--- config.mk ---
export PLATFORM = sky130hd
export DESIGN_NAME = arxcbc_round
export DESIGN_NICKNAME = d
export VERILOG_FILES = /design/src/rtl/arxcbc_pkg.sv /design/src/rtl/arxcbc_round.sv
export SDC_FILE = /design/constraint.sdc
export NUM_CORES = 1
export LEC_CHECK = 0
export BUFFER_PORTS_ARGS = -buffer_cell sky130_fd_sc_hd__buf_4
export CORE_MARGIN = 2
export CORE_UTILIZATION = 33
export DETAILED_ROUTE_END_ITERATION = 8
export PLACE_DENSITY = 0.65
export SLEW_MARGIN = 5
export SYNTH_ARGS = -nofsm -noshare
export SYNTH_HDL_FRONTEND = slang
export SYNTH_SLANG_ARGS = --single-unit
--- constraint.sdc ---
create_clock -name vclk -period 13.51
set_clock_uncertainty 0.2 [all_clocks]
set_input_delay 0.6755 -clock vclk [all_inputs]
set_output_delay 0.6755 -clock vclk [all_outputs]
set_load 0.01 [all_outputs]
--- src/rtl/arxcbc_pkg.sv ---
// ----------------------------------------------------------------------------
// arxcbc_pkg: shared types and constants of the ARX CBC block cipher
// Word and block types, round key store geometry, key schedule constants,
// register indexes and rotate helpers.
// ----------------------------------------------------------------------------
package arxcbc_pkg;

   localparam int WORD_W   = 32;
   localparam int BLOCK_W  = 128;
   localparam int HALF_W   = 64;
   localparam int NROUNDS  = 64;
   localparam int RK_AW    = $clog2(NROUNDS);
   localparam int CSR_DW   = 64;
   localparam int CSR_AW   = 6;
   localparam int REG_IDX_W = 3;

   localparam logic [RK_AW-1:0] RK_FIRST = '0;
   localparam logic [RK_AW-1:0] RK_LAST  = RK_AW'(NROUNDS - 1);
   localparam logic [RK_AW-1:0] RK_MIX_LAST = RK_AW'(NROUNDS - 2);

   // four 32-bit words, word 0 in the top bits
   typedef logic [0:3][WORD_W-1:0] quad_type;

   localparam quad_type MIX_CONST = {32'hb5232c67, 32'habdd2f50, 32'hab790aaa, 32'he8395ac0};

   localparam logic [REG_IDX_W-1:0] REG_KEY_W0 = 3'd0;
   localparam logic [REG_IDX_W-1:0] REG_KEY_W1 = 3'd1;
   localparam logic [REG_IDX_W-1:0] REG_KEY_W2 = 3'd2;
   localparam logic [REG_IDX_W-1:0] REG_KEY_W3 = 3'd3;
   localparam logic [REG_IDX_W-1:0] REG_IV_HI  = 3'd4;
   localparam logic [REG_IDX_W-1:0] REG_IV_LO  = 3'd5;
   localparam logic [REG_IDX_W-1:0] REG_MODE   = 3'd6;

   function automatic logic [WORD_W-1:0] rol32(input logic [WORD_W-1:0] a,
                                               input int unsigned n);
      return (a << n) | (a >> (WORD_W - n));
   endfunction

   function automatic logic [WORD_W-1:0] ror32(input logic [WORD_W-1:0] a,
                                               input int unsigned n);
      return (a >> n) | (a << (WORD_W - n));
   endfunction

endpackage

--- src/rtl/arxcbc_round.sv ---
// ----------------------------------------------------------------------------
// arxcbc_round: shared round unit
// One forward or one inverse add/rotate/xor round on four words.
// ----------------------------------------------------------------------------
module arxcbc_round (
   input  arxcbc_pkg::quad_type state_in,
   input  arxcbc_pkg::quad_type round_key,
   input  logic                 inverse,
   output arxcbc_pkg::quad_type state_out
);
   import arxcbc_pkg::*;

   quad_type x;
   quad_type k;
   quad_type fwd;
   quad_type inv;

   assign x = state_in;
   assign k = round_key;

   always_comb begin
      fwd[1] = rol32(x[1] + x[2], 5) ^ x[0] ^ k[1];
      fwd[2] = rol32(x[2] + fwd[1], 9) ^ x[3] ^ k[2];
      fwd[0] = ror32(x[0] + fwd[2], 6) ^ x[3] ^ k[0];
      fwd[3] = ror32(x[3] + fwd[0], 11) ^ fwd[1] ^ k[3];

      inv[3] = rol32(x[3] ^ k[3] ^ x[1], 11) - x[0];
      inv[0] = rol32(x[0] ^ k[0] ^ inv[3], 6) - x[2];
      inv[2] = ror32(x[2] ^ k[2] ^ inv[3], 9) - x[1];
      inv[1] = ror32(x[1] ^ k[1] ^ inv[0], 5) - inv[2];
   end

   assign state_out = inverse ? inv : fwd;

endmodule

# [After elaboration in Yosys (flattened, before gate mapping)]
# Cells that the tools add are included.
[op_classes] addsub=8 muxes=1 bitwise=24
[op_table] operator="$xor 32x32->32" count=16
[op_table] operator="$add 32x32->32" count=4
[op_table] operator="$mux 128" count=1
[op_table] operator="$sub 32x32->32" count=4
[op_table] operator="$or 21x32->32" count=1
[op_table] operator="$or 23x32->32" count=1
[op_table] operator="$or 26x32->32" count=1
[op_table] operator="$or 27x32->32" count=1
[op_table] operator="$or 32x11->32" count=1
[op_table] operator="$or 32x5->32" count=1
[op_table] operator="$or 32x6->32" count=1
[op_table] operator="$or 32x9->32" count=1
[totals] ff_bits=0 out_inout_bits=128 elab_cells=33

# [Depth between registers and ports, before layout]
# Gate-level depths: netlist of run 1.
[logic_depth] ltp_word=17 ltp_mapped=46 depth_no_buf=46

# [Least setup slack after synthesis of run 1]
# No wires, ideal clock.
[synth_path] kind="input-to-output" startpoint="input port state_in[32] (netlist bit)" endpoint="output port state_out[20] (netlist bit)" arrival_time_ns=9.912 t_required_ns=12.634 slack_ns=2.723 cell_stages=45 path_buffers=0 path_cell_list="ha_1 > fa_1 > a21oi_1 > nand4b_1 > a21oi_1 > o21ai_1 > o21ai_1 > a21o_1 > a221o_1 > a311oi_1 > xnor2_1 > inv_1 > ha_1 > and2_1 > a21boi_0 > o21ai_0 > a211oi_1 > o31ai_1 > [9 not listed] > o31ai_1 > o31a_1 > a31oi_1 > o221ai_1 > a31oi_1 > xnor2_1 > ha_1 > a21o_1 > a21o_1 > a21o_1 > a21o_1 > a21oi_1 > o21ai_0 > a211oi_1 > nor3_1 > a2111oi_0 > xnor2_1 > a21oi_1"
[synth_rtl] item="start, declared" line="arxcbc_round.sv:6" rtl="input arxcbc_pkg::quad_type state_in,"
[synth_rtl] item="end, declared" line="arxcbc_round.sv:9" rtl="output arxcbc_pkg::quad_type state_out"

==> results.toml, run 1 <==
[min_path]
hp-class = "primary input to primary output"
hold_path_depth = 4
hold_start = "inverse"
min_to = "state_out[101]"

[placement]
dp_hpwl_um = 92700
globalplace.congestion = 1.08
place.port_buffers = 385

[grt]
grt_use_total_pct = 36.0
grt_antenna_before_repair = 5
grt_pass1_wl_um = 143000
grt-ovfl-total = 0
grt_max_degree = 85
grt_pass1_vias = 19600

[floorplan]
die-width_um = 236
core_area_um2 = 52800
io_pins = 385
fp.dieH_um = 236
rows = 84
fp.dieArea_um2 = 55500
start_util_pct = 33.6

[logic_synthesis]
synth_cell_types = 74
syn_area_per_cell_um2 = 7.28
muxShareOfSynthArea_pct = 1.92
syn-num-nets = 2950
syn_area_um2 = 17700
synth_xor_area_share_pct = 36.8
yosysWarnings = 0
synth_compound_area_share_pct = 24.9
synth_top_family_by_area = "XOR/XNOR gates"
yosys.area_share.simple_pct = 13.3
yosysSeqAreaShare_pct = 0
yosys.area_share.adder_pct = 18.9
netlist_instances = 2431

[timing]
rsz0062_at_grt = "false"
slew_headroom_pct = 20.2
tns_ps = 0
finalHoldViolCount = 0
finalSetupViolCount = 0
fmax_mhz = 76.5
period_share_pct = 96.7
period_minus_slack_ps = 13070
tightestPinTransition_ps = 1180
slew_viol_final = 0

[setup_path]
path_max_fanout = 6
critical_path_class = "primary input to primary output"
cpMostUsedCell = "a21oi_1"
critPathCaptureType = "primary output"
cp_data_arrival_time_ps = 12190
worstPathRequired_ps = 12630
max_stage_delay_ps = 580
start_kind = "primary input"
cp_slowest_cell = "a2111oi_4"

[routing]
via_count = 21000
drtPass1Iterations = 6
post_drt_wl_per_cell_um = 30.1
drc = 0
vias_per_cell = 6.00
drt_first_iter_violations = 2930
antenna_left = 0
routed_wl_um = 105000

[final_layout]
final_cell_mix = "xnor2_1 (570), buf_4 (403), ha_1 (254)"
finalNetCount = 3324
num-fill-cells = 5675
nFlopsAndLatches = 0
drive_above_1_share_pct = 16.3
area_delta_synth_final_pct = 21.7
num-clock-buffers = 0
final_common_cell = "xnor2_1"
regArea_um2 = 0
multi_input_area_um2 = 17000

[flow_run]
drv_cap = 0

[run_status]
status = "complete, no violations"

[clock_network]
hold_buffers = 0
postCtsSetupRepairBufs = 0
==> per-stage QoR <==
stage / cells / util, % / cell area, µm² / hold WS [ps] / setup WS [ps]
3_5_place_dp: 3491 / 40.7 / 21500 / 1710 / 392
4_1_cts: 3491 / 40.7 / 21500 / 1710 / 327
3_3_place_gp: 3491 / 40.7 / 21500 / 1700 / 525
2_1_floorplan: 2431 / - / 17700 / 1340 / 2720
6_report: 3492 / 40.8 / 21600 / 1730 / 441
5_1_grt: 3492 / 40.8 / 21600 / 1740 / 0.655
==> per-layer routing <==
metal / track usage, % / up-vias / share of wire, %
met5: 0 / - / 0.027
met4: 24.8 / 4 / 8.4
met3: 7.12 / 389 / 12
met2: 53.7 / 1706 / 41
met1: 46.4 / 9627 / 38
li1: - / 9243 / -
==> worst max-delay path by stage <==
stage,start,end,slack [ps],depth (start not counted)
after global routing,state_in[32],state_out[20],0.7,47
after CTS,state_in[44],state_out[20],330,45
after detailed placement,state_in[44],state_out[20],390,45
after global placement,state_in[32],state_out[20],520,47
after floorplan,state_in[32],state_out[20],2720,45
final,state_in[32],state_out[17],440,46
==> synthesized netlist by cell type, drive strengths merged, types with 26 or more instances <==
cell    count  area share [%]
ha        254              18
xor2      163             8.1
nor3       27            0.76
nor2      114             2.4
a31oi      26            0.92
o21ai     169             4.8
xnor2     573              28
nand2     202             4.3
o21a       30             1.3
a21o      113             4.8
o21bai     26             1.1
inv       165             3.5
nand2b     32             1.1
a21oi     199             5.7
==> final cells by class <==
cell class / count / area share (%)
Inverter: 165 / 2.89
Tap cell: 688 / 3.99
Antenna cell: 1 / 0.0116
Timing Repair Buffer: 403 / 14.0
Multi-Input combinational cell: 2235 / 79.1
==> critical path, delay by kind of cell <==
family                     cells  cell delay (ps)
and+or+nand+nor                3              560
adders and majority gates      5             1700
buffers and inverters          4              710
AOI/OAI and AO/OA             30             7390
muxes                          1              220
xor gates and xnor gates       3              920
==> kinds of logic (layout without fill, tap and decap cells) <==
group	Yosys count	after routing
xor+xnor	739	739
compound gates	696	696
simple gates	507	507
fa+ha+maj	262	262
buf+inv	196	568
mux	31	31
other cells	0	1
==> repair_timing <==
item                       in CTS  in global routing
hold endpoints to repair        0                  0
setup endpoints to repair       0                 10
gates resized for setup         0                 12
Power of run 1 is not shown: default switching activity piles up to over one toggle a cycle in this logic, so the estimate is an artifact.
==> run 2: changes to the inputs <==
--- a/config.mk
+++ b/config.mk
@@ -5,7 +5,7 @@
 export SDC_FILE = /design/constraint.sdc
 export NUM_CORES = 1
 export LEC_CHECK = 0
-export BUFFER_PORTS_ARGS = -buffer_cell sky130_fd_sc_hd__buf_4
+export BUFFER_PORTS_ARGS = -buffer_cell sky130_fd_sc_hd__buf_2
 export CORE_MARGIN = 2
 export CORE_UTILIZATION = 33
 export DETAILED_ROUTE_END_ITERATION = 8
==> run 2 against run 1 <==
Net effect:
- core utilization fell by 1.8 points
- via count down 0.26%
- non-clock buffer count increased by 2
- routed wire length increased by 0.13%
- count of clock-buffer cells in the layout unchanged
- design area decreased by 4.5%
- worst hold slack better by 22 ps
- worst setup slack got worse by 70 ps
- sequential cell count stayed put
==> results.toml, run 2 (same netlist as run 1, synthesis figures left out) <==
[setup_path]
cp_slowest_cell = "a311oi_1"
path_max_fanout = 6
critical_path_class = "primary input to primary output"
cpMostUsedCell = "a21oi_1"
max_stage_delay_ps = 460
path_buf_inv = 2
worstPathRequired_ps = 12630
cp_data_arrival_time_ps = 12260
critPathCaptureType = "primary output"
cp_top_family = "compound AO/OA/AOI/OAI gates"
start_kind = "primary input"

[placement]
place.port_buffers = 385
placed_area_um2 = 20500
place_ws_ps = 271
dp_hpwl_um = 93000
globalplace.congestion = 1.13

[grt]
grt_max_degree = 84
grt_pass1_vias = 19500
grt_pass1_wl_um = 143000
grt_antenna_before_repair = 5
grt_use_total_pct = 35.9
grt-ovfl-total = 0

[min_path]
min_to = "state_out[70]"
hp-class = "primary input to primary output"
hold_path_depth = 4
hold_start = "inverse"

[timing]
period_minus_slack_ps = 13140
fmax_mhz = 76.1
slew_viol_final = 0
period_share_pct = 97.3
slew_headroom_pct = 20.9
finalSetupViolCount = 0
fin_ws_ps = 371
tightestPinTransition_ps = 1180
finalHoldViolCount = 0

[run_status]
status = "complete, no violations"

[final_layout]
regArea_um2 = 0
num-clock-buffers = 0
finalNetCount = 3326
num-fill-cells = 5804
drive_above_1_share_pct = 16.3
nFlopsAndLatches = 0
final_cell_mix = "xnor2_1 (572), buf_2 (384), ha_1 (254)"
area_delta_synth_final_pct = 16.2
final_cell_area_um2 = 20600
fin_util_pct = 39.0
final_common_cell = "xnor2_1"

[routing]
drc = 0
vias_per_cell = 5.98
drtPass1Iterations = 6
drt_first_iter_violations = 2878
via_count = 20900
antenna_left = 0
routed_wl_um = 105000
post_drt_wl_per_cell_um = 30.2

[flow_run]
drv_cap = 0

[floorplan]
fp.dieArea_um2 = 55500
start_util_pct = 33.6
io_pins = 385
die-width_um = 236
rows = 84
core_area_um2 = 52800
fp.dieH_um = 236

[clock_network]
hold_buffers = 0
postCtsSetupRepairBufs = 0
==> run 2: changes by cell type in the layout (fill, tap and decap cells not counted), moves of 2 or more <==
| cell | delta |
|---|---|
| xnor2_2 | -2 |
| o21ai_0 | -2 |
| a31oi_1 | +2 |
| buf_2 | +384 |
| a31oi_2 | -2 |
| xnor2_1 | +2 |
| buf_4 | -382 |
==> run 2: routing by layer <==
metal  global-route usage, %  wire length (µm)  vias up  part of all wire (%)
met4                    23.4              8550        2                   8.1
met3                    6.03             11400      375                    11
li1                        -                 -     9246                     -
met1                    46.5             41800     9782                    40
met2                    54.8             43600     1509                    41
met5                       0                14        -                 0.013
==> run 2: worst max path at each step <==
stage / from / end / slack, ps / cells after the start
2_1_floorplan: state_in[32] / state_out[20] / 2720 / 45
3_3_place_gp: state_in[64] / state_out[20] / 420 / 48
3_5_place_dp: state_in[64] / state_out[20] / 270 / 47
4_1_cts: state_in[64] / state_out[20] / 220 / 47
5_1_grt: state_in[64] / state_out[17] / -30 / 47
6_report: state_in[33] / state_out[20] / 370 / 45
==> run 2: repair_timing <==
item,4_1_cts,5_1_grt
endpoints found under the setup margin,0,9
resized for setup,0,10
hold endpoints to repair,0,0
==> run 2: cell type report <==
type | instances | area, µm² | area share [%]
multi-input combinational | 2235 | 17000 | 82.7
antenna | 2 | 5.00 | 0.0243
timing repair buffer | 405 | 2080 | 10.1
inverter | 165 | 622 | 3.02
tap | 688 | 861 | 4.18
==> run 2: per-stage QoR <==
stage,hold WS (ps),setup TNS (ps),std cells
4_1_cts,1720,0,3493
3_3_place_gp,1720,0,3493
6_report,1750,0,3495
5_1_grt,1740,-40.9,3494
2_1_floorplan,1340,0,2431
3_5_place_dp,1720,0,3493
Power of run 2 is left out for the same reason.
